==> config.mk <==
export PLATFORM = sky130hd
export DESIGN_NAME = tskt_mul
export DESIGN_NICKNAME = d
export VERILOG_FILES = /design/src/rtl/tskt_pkg.sv /design/src/rtl/tskt_mul.sv
export SDC_FILE = /design/constraint.sdc
export NUM_CORES = 2
export LEC_CHECK = 0
export BUFFER_PORTS_ARGS = -buffer_cell sky130_fd_sc_hd__buf_2
export CELL_PAD_IN_SITES_DETAIL_PLACEMENT = 0
export CELL_PAD_IN_SITES_GLOBAL_PLACEMENT = 2
export CORE_UTILIZATION = 42
export DETAILED_ROUTE_END_ITERATION = 12
export PLACE_DENSITY = 0.91
export SYNTH_ARGS = -nofsm -noshare
export SYNTH_HDL_FRONTEND = slang
export SYNTH_SLANG_ARGS = --single-unit
==> constraint.sdc <==
create_clock -name clk -period 16.7 [get_ports clk]
set_input_delay 2.505 -clock clk [delete_from_list [all_inputs] [get_ports clk]]
set_output_delay 2.505 -clock clk [all_outputs]
set_load 0.02 [all_outputs]
==> src/rtl/tskt_pkg.sv <==
package tskt_pkg;

	localparam int DW = 32;
	localparam int FB = 16;
	localparam int CFG_IDX_W = 3;

	typedef logic signed [DW-1:0] word_t;

	localparam word_t SMAX = {1'b0, {(DW-1){1'b1}}};
	localparam word_t SMIN = {1'b1, {(DW-1){1'b0}}};
	localparam word_t ONE = word_t'(64'(1) << FB);

	typedef enum logic [CFG_IDX_W-1:0] {
		REG_ENABLE     = 3'd0,
		REG_Q_POS      = 3'd1,
		REG_Q_VEL      = 3'd2,
		REG_MEAS_NOISE = 3'd3,
		REG_STEP_TIME  = 3'd4,
		REG_START_VAR  = 3'd5,
		REG_VAR_FLOOR  = 3'd6
	} cfg_idx_t;

	// unsigned register clamped into the signed range
	function automatic word_t ureg(input logic [DW-1:0] v);
		return v[DW-1] ? SMAX : word_t'(v);
	endfunction

	// saturating add
	function automatic word_t sadd(input word_t a, input word_t b);
		logic signed [DW:0] s;
		s = {a[DW-1], a} + {b[DW-1], b};
		if (s[DW] != s[DW-1]) return s[DW] ? SMIN : SMAX;
		return s[DW-1:0];
	endfunction

	// saturating negate
	function automatic word_t sneg(input word_t b);
		if (b == SMIN) return SMAX;
		return -b;
	endfunction

endpackage

==> src/rtl/tskt_mul.sv <==
// One fixed-point multiply per cycle, registered: truncate toward zero, saturate.
module tskt_mul (
	input  logic                 clk,
	input  tskt_pkg::word_t      a,
	input  tskt_pkg::word_t      b,
	output tskt_pkg::word_t      p_q
);
	import tskt_pkg::*;

	logic [DW-1:0]   ma, mb;
	logic [2*DW-1:0] prod;
	logic            neg;
	logic [2*DW-1:0] sh;
	word_t           res;

	always_comb begin
		ma   = a[DW-1] ? (~a + 1'b1) : a;
		mb   = b[DW-1] ? (~b + 1'b1) : b;
		neg  = a[DW-1] ^ b[DW-1];
		prod = (2*DW)'(ma) * (2*DW)'(mb);
		sh   = prod >> FB;
		if (sh[2*DW-1:DW-1] != '0) begin
			if (neg && sh == (2*DW)'({1'b1, {(DW-1){1'b0}}})) res = SMIN;
			else res = neg ? SMIN : SMAX;
		end else begin
			res = neg ? -word_t'(sh[DW-1:0]) : word_t'(sh[DW-1:0]);
		end
	end

	always_ff @(posedge clk) begin
		p_q <= res;
	end
endmodule

Word-level counts from Yosys, hierarchy flattened
Index checks and enable logic that the tools add are counted.

Register bits after elaboration: 32. Input port bits: 65. Output and inout port bits: 32. Logic and storage cells: 17.

Add/subtract/negate cells: 3. Multiply operators: 1. Eq/ne operators: 1. Mux-type cells: 6. Bitwise logic cells: 3. Reductions and logical operators: 2.

Operator list (count): two-way mux 32 bit (6); adder 32 x 1 -> 32 bit, second input constant (2); multiplier 32 x 32 -> 64 bit (1); NOT 32 bit (2); equality test 48 x 32 -> 1 bit, second input constant (1); nonzero test 33 bit (1); negation 32 bit (1); logical AND 1 bit (1); bitwise XOR 1 bit (1).

Longest topological paths before layout
Depth after elaboration: 8. Depth in mapped cells: 41. Gate-level depth less buffers: 36.

Worst setup path after synthesis
Ideal clock, no wire load.

Path kind: input-to-reg. From: in a[0]. To: reg p_q[6]. Library setup time: 142 ps. Data arrival time: 13255 ps. Data required time: 16558 ps. Path slack: 3303 ps. Stages on the path: 39. Buffers on the path: 5. Path through: buf_2 inv_1 clkbuf_1 ha_1 nand2_1 or4_1 or3_1 or4_1 or4_1 o41ai_2 xor2_1 buf_4 nor2_1 fa_1 inv_1 fa_1 fa_1 fa_1 (+3 left out) fa_1 inv_1 fa_1 inv_1 ha_1 clkbuf_1 and4_1 or3b_2 or2_2 a21oi_1 nand2b_1 o31ai_1 xnor2_1 nor4_1 nand4_2 nor2_4 buf_2 a31oi_1.

Word-level cells in the longest chain between the ends: 8. Elaborated cells on any way between the ends: 11. Those cells by class: add/sub (2); mul (1); eq/ne (1); mux (4); bitwise (1); reduce/logical (2).

Ends and longest elaborated chain: start, declared (line tskt_mul.sv:4) `input tskt_pkg::word_t a,`; NOT 32 bit (line tskt_mul.sv:17) `ma = a[DW-1] ? (~a + 1'b1) : a;`; adder 32 x 1 -> 32 bit (line tskt_mul.sv:17); two-way mux 32 bit * (line tskt_mul.sv:17); multiplier 32 x 32 -> 64 bit * (line tskt_mul.sv:20) `prod = (2*DW)'(ma) * (2*DW)'(mb);`; branches (longest 3 deep; another with negation 32 bit); two-way mux 32 bit * (line tskt_mul.sv:22) `if (sh[2*DW-1:DW-1] != '0) begin`; named net res[6] (line tskt_mul.sv:14) `word_t res;`; end signal, assigned (line tskt_mul.sv:31) `p_q <= res;`; end, declared (line tskt_mul.sv:6) `output tskt_pkg::word_t p_q`.

Mark *: on every way through the listed nets, which the timed path passes.

Worst setup path after layout
From: in a[5]. To: reg p_q[22].

The elaborated chain is that of the path after synthesis.

==> qor.txt <==
Synth Area in Compound Gates = 6.968%
largest family of logic cells by synthesized area = adder cells
# setup viols final = 0
met1 usage = 40.64%
core footprint = 0.08515 mm2
Area Overhead vs Synth = 7.173%
CTS tree = done
violation count after the first detailed-routing iteration = 2105
hpwl dp = 102.9 mm
Initial Util = 42.45%
Setup Crit Path Kind = in -> reg
maximum clock insertion buffer count = 2
Top Registers = p_q: 32 flops
drt wl/cell = 21.99 um
CP bufs+invs = 4
Async SR Flop Fraction = 0%
Post-synth top flop = dfxtp_1
sequential area share after synthesis = 1.772%
Netlist cell types = 83
max FFs per register = 32
vias in the first global route = 30950
DRC viols = 0
WP data arrival = 15130 ps
GRT busiest layer = met2
I/O pins = 97
CP max FO = 22
Period minus WS final = 14970 ps
Ys Warns = 0
met3 GRT Util = 5.135%
met2 Usage GRT = 46.24%
layout cells sized above 1 = 7.113%
area share of fa/ha/maj cells after synthesis = 58.67%
post-synthesis simple-gate area fraction = 16.62%
hold crit path type = reg -> out
Worst-path clk slew = 50 ps
DR pass1 iterations = 6
EDFF count, synth = 0
Hold Crit Start = p_q[4]
Die W = 295.4 um
status = finished, final reports clean
#FFs+latches synth = 32
gr usage total = 28.92%
DIE AREA = 0.08723 mm2
largest net degree at the start of global routing = 37
Mean Syn Cell Area = 8.406 um2
Via Count = 29200
unrepaired setup endpoints after global routing = no
Worst Setup SP = a[5]
PortBufs = 96
initial antenna violation count = 5
Die Span Y = 295.4 um
f_max = 66.79 MHz
CTS Sinks = 32
final setup TNS = 0 ps
Post-Synthesis Cell Area = 0.03614 mm2
global placer's final weighted congestion = 0.9659
final hold violation count = 0
Util after Layout = 45.49%
cell mode on critical path = fa_1
max-cap violations = 0
first-pass GRT wire length = 189.5 mm
Least-Margin Pin Slew = 1437 ps
mux contribution to synthesized area = 0.4777%
CP delay by family, top = adder cells
Cells after Synth = 4300
total CTS buffers = 5
Post-Route WL = 119.9 mm
post-route cell area = 0.03874 mm2
hold buffer count at cts = 0
via/cell ratio = 5.355
Largest Register = p_q
Post CTS Setup Buffer Count = 0
CP startpoint kind = input port
final period utilization = 89.66%
CP Capture Type = flip-flop
Synth Area in XOR/XNOR = 3.420%
WHS = 3225 ps
Worst path slowest cell = xor2_1
H-tree depth = 2
Post-DRT Antenna Nets = 0
clk root buf = clkbuf_16
Post-CTS Resized = 0
Slew Viols, Final = 0
Slowest Stage Delay on Critical Path = 1100 ps
total grt overflow = 0
FP Rows = 107
Critical Path RT = 16850 ps
syn_nets = 5523
worst rel slew slack = 3.874%
Post-Place Cell Area = 0.03857 mm2
nets@finish = 5524
==> cells in the mapped netlist, drive strengths merged, types with 9 or more instances <==
| cell type | count | area [um2] |
|---|---|---|
| o21a | 12 | 90.09 |
| nor4 | 18 | 146.4 |
| a21oi | 97 | 485.5 |
| a211oi | 18 | 135.1 |
| o211ai | 18 | 135.1 |
| fa | 895 | 17920 |
| xnor2 | 75 | 656.9 |
| nand3 | 30 | 150.1 |
| and4 | 9 | 78.83 |
| ha | 263 | 3291 |
| clkbuf | 188 | 705.7 |
| o21ai | 81 | 405.4 |
| inv | 941 | 3532 |
| nand2 | 473 | 1775 |
| a31oi | 24 | 150.1 |
| xor2 | 64 | 579.3 |
| or3 | 19 | 118.9 |
| and3 | 9 | 56.30 |
| nand2b | 28 | 175.2 |
| a21o | 24 | 180.2 |
| nor2 | 715 | 2691 |
| dfxtp | 32 | 640.6 |
| mux2i | 15 | 150.1 |
| buf | 20 | 121.4 |
| nor3 | 33 | 165.2 |
| o21bai | 12 | 90.09 |
| o31ai | 18 | 135.1 |
| or4 | 14 | 116.4 |
| and2 | 14 | 88.84 |
| or2 | 14 | 87.58 |
| nand4 | 24 | 156.4 |
==> final timing paths <==
check,to,cells past startpoint
max,p_q[22],33
min,p_q[4],1
==> routing by layer <==
layer	up-vias	wire (um)
met2	1165	55030
met5	-	0
met3	165	10170
met1	14980	51140
li1	12890	-
met4	0	3564
==> cells by family (layout without fill, tap and decap cells) <==
group / count (synthesis) / count (layout)
XOR/XNOR: 139 / 139
AND/OR/NAND/NOR: 1424 / 1424
AO/OA/AOI/OAI: 380 / 380
buffers and inverters: 1150 / 1152
flip-flops: 32 / 32
other: 0 / 7
adder cells (fa/ha/maj): 1158 / 1158
multiplexers: 17 / 17
==> layout make-up <==
cell class	count	area, um2
multi-input cells	3118	31690
diodes	7	17.52
repair buffers	202	1276
clock buffers	6	138.9
well taps	1144	1431
fillers	8566	46410
flip-flops and latches	32	640.6
inverters	942	3536
clock inverters	2	10.01
==> stage by stage <==
stage / setup slack, ps / std cells
after floorplan: 3303 / 4300
after CTS: 1713 / 5446
after detailed placement: 1504 / 5438
after global placement: 1548 / 5438
final: 1727 / 5453
after global routing: 1081 / 5451
==> cells in the final DEF, fill, tap and decap left out, types with 27 or more instances in the layout <==
master and count:
buf_4 106, xor2_2 29, fa_1 895, nor2_1 714
inv_1 941, nand3_1 30, o21ai_0 74, a21oi_1 97
xor2_1 27, xnor2_1 53, nand2b_1 28, ha_1 263
buf_2 96, nor3_1 32, dfxtp_1 32, nand2_1 473
Power is left out: the tool's default activity adds up to more than one toggle a clock period on the data nets, which glitch-free logic cannot reach.
