**config.mk**
```make
export PLATFORM = sky130hd
export DESIGN_NAME = tskt_div
export DESIGN_NICKNAME = d
export VERILOG_FILES = /design/src/rtl/tskt_pkg.sv /design/src/rtl/tskt_div.sv
export SDC_FILE = /design/constraint.sdc
export NUM_CORES = 1
export LEC_CHECK = 0
export BUFFER_PORTS_ARGS = -buffer_cell sky130_fd_sc_hd__buf_4
export CORE_ASPECT_RATIO = 1.4
export CORE_MARGIN = 8
export CORE_UTILIZATION = 45
export DETAILED_ROUTE_END_ITERATION = 8
export PLACE_DENSITY = 0.71
export SLEW_MARGIN = 20
export SYNTH_ARGS = -nofsm -noshare
export SYNTH_HDL_FRONTEND = slang
export SYNTH_SLANG_ARGS = --single-unit
```
**constraint.sdc**
```tcl
create_clock -name clk -period 5.5 [get_ports clk]
set_clock_uncertainty 0.1 [all_clocks]
set_input_delay 1.65 -clock clk [delete_from_list [all_inputs] [get_ports clk]]
set_output_delay 1.65 -clock clk [all_outputs]
set_load 0.01 [all_outputs]
```
**src/rtl/tskt_pkg.sv**
```systemverilog
package tskt_pkg;

	localparam int DW = 32;
	localparam int FB = 16;
	localparam int CFG_IDX_W = 3;

	typedef logic signed [DW-1:0] word_t;

	localparam word_t SMAX = {1'b0, {(DW-1){1'b1}}};
	localparam word_t SMIN = {1'b1, {(DW-1){1'b0}}};
	localparam word_t ONE = word_t'(64'(1) << FB);

	typedef enum logic [CFG_IDX_W-1:0] {
		REG_ENABLE     = 3'd0,
		REG_Q_POS      = 3'd1,
		REG_Q_VEL      = 3'd2,
		REG_MEAS_NOISE = 3'd3,
		REG_STEP_TIME  = 3'd4,
		REG_START_VAR  = 3'd5,
		REG_VAR_FLOOR  = 3'd6
	} cfg_idx_t;

	// unsigned register clamped into the signed range
	function automatic word_t ureg(input logic [DW-1:0] v);
		return v[DW-1] ? SMAX : word_t'(v);
	endfunction

	// saturating add
	function automatic word_t sadd(input word_t a, input word_t b);
		logic signed [DW:0] s;
		s = {a[DW-1], a} + {b[DW-1], b};
		if (s[DW] != s[DW-1]) return s[DW] ? SMIN : SMAX;
		return s[DW-1:0];
	endfunction

	// saturating negate
	function automatic word_t sneg(input word_t b);
		if (b == SMIN) return SMAX;
		return -b;
	endfunction

endpackage

```
**src/rtl/tskt_div.sv**
```systemverilog
// Restoring fixed-point divider, one quotient bit per cycle. den must be nonzero.
module tskt_div (
	input  logic            clk,
	input  logic            arst_n,
	input  logic            start,
	input  tskt_pkg::word_t num,
	input  tskt_pkg::word_t den,
	output logic            done,
	output tskt_pkg::word_t quo
);
	import tskt_pkg::*;

	localparam int QW = DW + FB;
	localparam int CW = $clog2(QW + 1);

	logic [QW-1:0] x_q, q_q;
	logic [DW:0]   r_q;
	logic [DW-1:0] d_q;
	logic          neg_q, busy_q;
	logic [CW-1:0] cnt_q;
	logic [DW:0]   r_sh, r_sub;
	logic [DW-1:0] mx, md;

	always_comb begin
		mx    = num[DW-1] ? (~num + 1'b1) : num;
		md    = den[DW-1] ? (~den + 1'b1) : den;
		r_sh  = {r_q[DW-1:0], x_q[QW-1]};
		r_sub = r_sh - {1'b0, d_q};
	end

	always_ff @(posedge clk or negedge arst_n) begin
		if (!arst_n) begin
			busy_q <= 1'b0;
			done   <= 1'b0;
		end else begin
			done <= 1'b0;
			if (start) begin
				busy_q <= 1'b1;
			end else if (busy_q && cnt_q == CW'(QW - 1)) begin
				busy_q <= 1'b0;
				done   <= 1'b1;
			end
		end
	end

	always_ff @(posedge clk) begin
		if (start) begin
			x_q   <= {mx, {FB{1'b0}}};
			q_q   <= '0;
			r_q   <= '0;
			d_q   <= md;
			neg_q <= num[DW-1] ^ den[DW-1];
			cnt_q <= '0;
		end else if (busy_q) begin
			x_q   <= x_q << 1;
			cnt_q <= cnt_q + 1'b1;
			if (!r_sub[DW]) begin
				r_q <= r_sub;
				q_q <= {q_q[QW-2:0], 1'b1};
			end else begin
				r_q <= r_sh;
				q_q <= {q_q[QW-2:0], 1'b0};
			end
		end
	end

	always_comb begin
		if (q_q[QW-1:DW-1] != '0) quo = neg_q ? SMIN : SMAX;
		else quo = neg_q ? -word_t'(q_q[DW-1:0]) : word_t'(q_q[DW-1:0]);
	end
endmodule
```
# ---- Word level (Yosys, flattened, before mapping)
# Cells that the tools add are included.
dict set report totals {
  input_bits 67
  output_inout_bits 33
  memories 0
  ff_bits 153
  mem_bits_ro 0
  latchBits 0
  elab_cells 35
  ram_bits 0
}
dict set report classes {
  n_eq_ne 1
  reduce_logical 4
  mul 0
  addsub 5
  order_cmp 0
  n_bitwise 3
  div_mod_pow 0
  shifts 0
  n_mux 13
}
# cell count
set ops {}
lappend ops {{$mux W32} 5}
lappend ops {{$mux W48} 2}
lappend ops {{$add A32 B1 Y32 const B} 2}
lappend ops {{$not A32 Y32} 2}
lappend ops {{$sub A33 B32 Y33} 1}
lappend ops {{$neg A32 Y32} 1}
lappend ops {{$mux W31} 1}
lappend ops {{$reduce_bool A17 Y1} 1}
lappend ops {{$add A6 B1 Y6 const B} 1}
lappend ops {{$eq A6 B6 Y1 const B} 1}
lappend ops {{$mux W1} 5}
lappend ops {{$reduce_bool A2 Y1} 2}
lappend ops {{$logic_and A1 B1 Y1} 1}
lappend ops {{$xor A1 B1 Y1} 1}

# ---- Longest topological paths before layout
dict set report depth {
  word_depth 4
  ltp_mapped 12
  mapped_depth_nobuf 11
}

# ---- Worst setup path before layout
# No wires, ideal clock.
dict set report synth_path {
  kind {input port to flip-flop}
  start {in num[8]}
  end {reg x_q[44], data pin}
  stages 8
  arrival_time_ns 3.986
  setup_time_ns 0.271
  required_ns 5.129
  path_slack_ns 1.144
  n_path_buf 0
  cell_sequence {or4_4 nor4_4 or3b_1 or3_4 or3_4 o31ai_2 xor2_1 a21oi_1}
}
dict set report synth_via {
  elab_chain_len 4
}
# item line
set synth_lines {}
lappend synth_lines {{from (decl)} tskt_div.sv:6} ;# input tskt_pkg::word_t num,
lappend synth_lines {{$not A32 Y32} tskt_div.sv:25} ;# mx = num[DW-1] ? (~num + 1'b1) : num;
lappend synth_lines {{$add A32 B1 Y32} tskt_div.sv:25}
lappend synth_lines {{$mux W32} tskt_div.sv:25}
lappend synth_lines {{$mux W48} tskt_div.sv:47} ;# if (start) begin
lappend synth_lines {{to (signal assigned)} tskt_div.sv:48} ;# x_q <= {mx, {FB{1'b0}}};
lappend synth_lines {{to (signal assigned)} tskt_div.sv:55} ;# x_q <= x_q << 1;
lappend synth_lines {{to (decl)} tskt_div.sv:16} ;# logic [QW-1:0] x_q, q_q;
# Every way passes these cells.
# A chain may end at the register's enable or synchronous reset.

# ---- Final worst setup path
dict set report layout_path {
  start {reg q_q[2]}
  end {out quo[16]}
}
dict set report layout_via {
  elab_chain_len 3
}
# item line
set layout_lines {}
lappend layout_lines {{from (decl)} tskt_div.sv:16}
lappend layout_lines {{from (signal assigned)} tskt_div.sv:59} ;# q_q <= {q_q[QW-2:0], 1'b1};
lappend layout_lines {{from (signal assigned)} tskt_div.sv:62} ;# q_q <= {q_q[QW-2:0], 1'b0};
lappend layout_lines {{$neg A32 Y32} tskt_div.sv:69} ;# else quo = neg_q ? -word_t'(q_q[DW-1:0]) : word_t'(q_q[DW-1:0]);
lappend layout_lines {{$mux W32} tskt_div.sv:69}
lappend layout_lines {{$mux W32} tskt_div.sv:68} ;# if (q_q[QW-1:DW-1] != '0) quo = neg_q ? SMIN : SMAX;
lappend layout_lines {{to (decl)} tskt_div.sv:9} ;# output tskt_pkg::word_t quo
# Every way passes these cells.

==> reports/qor.yml <==
run_status:
  outcome: "finished, final reports clean"
clocking:
  clk_pin_slew_ns: 0.06
  clockBufferDepth: 2
  worstSkewPairLatency_ns: 0.42
  ctsHoldBuffers: 0
  cts.sinks: 153
  clockRootBuffer: "clkbuf_16"
  cts_tree: "yes"
  h-tree-depth: 4
  cts_made_buffers: 17
  cts.repair.resized: 0
  post-cts-setup-buffers: 0
worst_setup_path:
  ff2ff_path_depth: 13
  cp.depth: 8
  cp_slowest_cell: "nor4_1"
  cpLargestDelayFamily: "simple AND/OR/NAND/NOR gates"
  cp_max_fo: 7
  crit_chain: "nor4_1, nand3_1, or3_1, or3_1, or3_1, a211o_1, a21boi_0, buf_4"
  cpPeakStageDelay_ns: 0.57
  cp.arrival_ns: 3.24
  cp-end-kind: "output pin"
  path_common_cell: "or3_1"
  required_ns: 3.75
  crit_type: "reg -> out"
  startpoint_type: "flop"
  path_buf_inv: 1
synth:
  synth_ff_type: "dfxtp_1"
  ys_types: 72
  syn_avg_cell_area_um2: 8.55
  synth-xor-area-share: 0.0759
  synth_compound_area_frac: 0.196
  synth_edf_count: 65
  synthAdderAreaFrac: 0.0475
  yosys.area_share.simple: 0.204
  ys_async_sr_fraction: 0.0131
  synth_area_mm2: 0.00990
  synthMuxAreaShare: 0.0546
  yosys_warnings: 0
  syn_inst: 1158
  synth_top_family_by_area: "simple AND/OR/NAND/NOR gates"
  synth_nets: 1262
  ys_ff_latch: 153
  seq_area_frac_synth: 0.376
power:
  finalPower_mw: 3.80
  irDropWorstVdd_mv: 0.217
  power_density_mw_per_mm2: 332
  leakagePower_nw: 5.03
die:
  rows: 64
  start_util: 0.456
  die_area_mm2: 0.0271
  core_mm2: 0.0217
  die_w_um: 141
  fp.dieH_um: 192
  io_pins: 100
global_route:
  grt_pass1_wl_mm: 37.8
  grt_start_max_net_pins: 105
  gr-total-overflow: 0
  gr-usage-all-layers: 0.168
  grt_pass1_vias: 8187
  antenna_found_initial: 0
detailed_routing:
  drc: 0
  route.vias.total: 8419
  drt-initial-drc-count: 378
  drt_wl_total_mm: 22.3
  detail_route.wl_per_cell_um: 14.6
  viasPerCell: 5.50
  drt_pass1_iterations: 7
  ant_nets: 0
timing:
  post-route-period-util: 0.908
  finalHoldViolations: 0
  worst_pin_slew_ns: 0.824
  fin_crit_ns: 4.99
  fmax_mhz: 200
  grt_setup_unrepaired: "false"
  setup_tns_ns: 0
  setup_viol: 0
  slew_headroom: 0.450
  slew_violations: 0
worst_hold_path:
  hp-class: "reg -> reg"
  min_path_cells: 2
final_layout:
  drive_gt1_frac: 0.131
  design_area_mm2: 0.0114
  antenna_cells: 0
  syn2layout_area_growth_pct: 15.4
  fin_nets: 1324
placed_design:
  dp_hpwl_mm: 16.0
  io_buffer_count: 99
  globalplace.congestion: 0.868
  dpl_cell_area_mm2: 0.0108
job:
  maxCapViolations: 0
## power by group
group	internal [mW]	total [mW]	switching, mW
Sequential	1.32	1.40	0.0818
Combinational	0.547	1.28	0.729
Clock	0.671	1.12	0.454
Total	2.53	3.80	1.26
## sequential cells by signal, summed over array words and instances (netlist names)
name    flops
done        1
d_q        32
r_q        32
q_q        48
neg_q       1
x_q        32
busy_q      1
cnt_q       6
## kinds of logic after synthesis
kind of cell    after synthesis
mux                          54
simple gates                421
buf+inv                     120
compound gates              288
xor+xnor                     85
flops                       153
fa+ha+maj                    37
## cells in the mapped netlist, types with 6 or more instances
cell type,number,area share
a211oi_1,12,0.0091
a21o_1,12,0.0091
a21oi_1,76,0.038
a311oi_1,25,0.022
and3_1,6,0.0038
buf_1,9,0.0034
clkbuf_1,50,0.019
dfxtp_1,86,0.17
edfxtp_1,65,0.20
ha_1,36,0.045
inv_1,56,0.021
mux2i_1,54,0.055
nand2_1,129,0.049
nand2b_1,11,0.0069
nand3_1,11,0.0056
nand3b_1,8,0.0061
nand4_1,6,0.0038
nor2_1,153,0.058
nor2b_1,8,0.0051
nor3_1,20,0.010
nor4_1,11,0.0069
o21ai_0,65,0.033
o311ai_0,13,0.011
o31ai_1,20,0.015
o41ai_1,7,0.0062
or3_1,17,0.011
or4_1,11,0.0083
xnor2_1,44,0.039
xor2_1,40,0.035
## placed cells by master (no fill, tap or decap), types with 25 or more instances in the layout
cell type	synthesis	final
inv_1	56	55
xor2_1	40	40
dfxtp_1	86	86
mux2i_1	54	54
ha_1	36	36
o21ai_0	65	65
nor2_1	153	153
a21oi_1	76	76
a311oi_1	25	25
edfxtp_1	65	65
xnor2_1	44	43
buf_4	0	106
nand2_1	129	129
## per-layer routing
layer  GRT usage  share of wire  vias up
met5           0              0        -
met4      0.0671          0.021        0
met3      0.0315          0.033       32
met2       0.310           0.52      154
met1       0.185           0.42     3908
li1            -              -     4325
## layout make-up
type	instances	area (um2)
Tap cell	297	372
Multi-Input combinational cell	885	5730
Clock buffer	24	526
Fill cell	2017	10300
Inverter	56	210
Timing Repair Buffer	107	807
Clock inverter	8	55.1
Sequential cell	153	3730
## stage by stage
stage                     utilization  setup slack [ns]  instances  hold slack (ns)
final                           0.527             0.506       1530            0.393
after global routing            0.527             0.315       1530            0.416
after CTS                       0.527             0.478       1530            0.396
after detailed placement        0.500             0.867       1498            0.385
after global placement          0.500             0.913       1498            0.371
after floorplan                     -              1.14       1158            0.350
## final timing paths
check	startpoint	endpoint	slack [ns]
min in group asynchronous	arst_n	done	0.90
worst min register to register	cnt_q[5]	cnt_q[5]	0.39
worst min-delay path	cnt_q[5]	cnt_q[5]	0.39
worst max-delay path	q_q[2]	quo[16]	0.51
max in group asynchronous	arst_n	busy_q	4.29
worst max register to register	x_q[47]	r_q[6]	1.94
## worst min-delay path: stages (launching register included)
cell	delay [ns]
dfxtp_1	0.32
o21ai_0	0.07
a21oi_1	0.06
No activity file was read; power rests on OpenSTA's default activity.
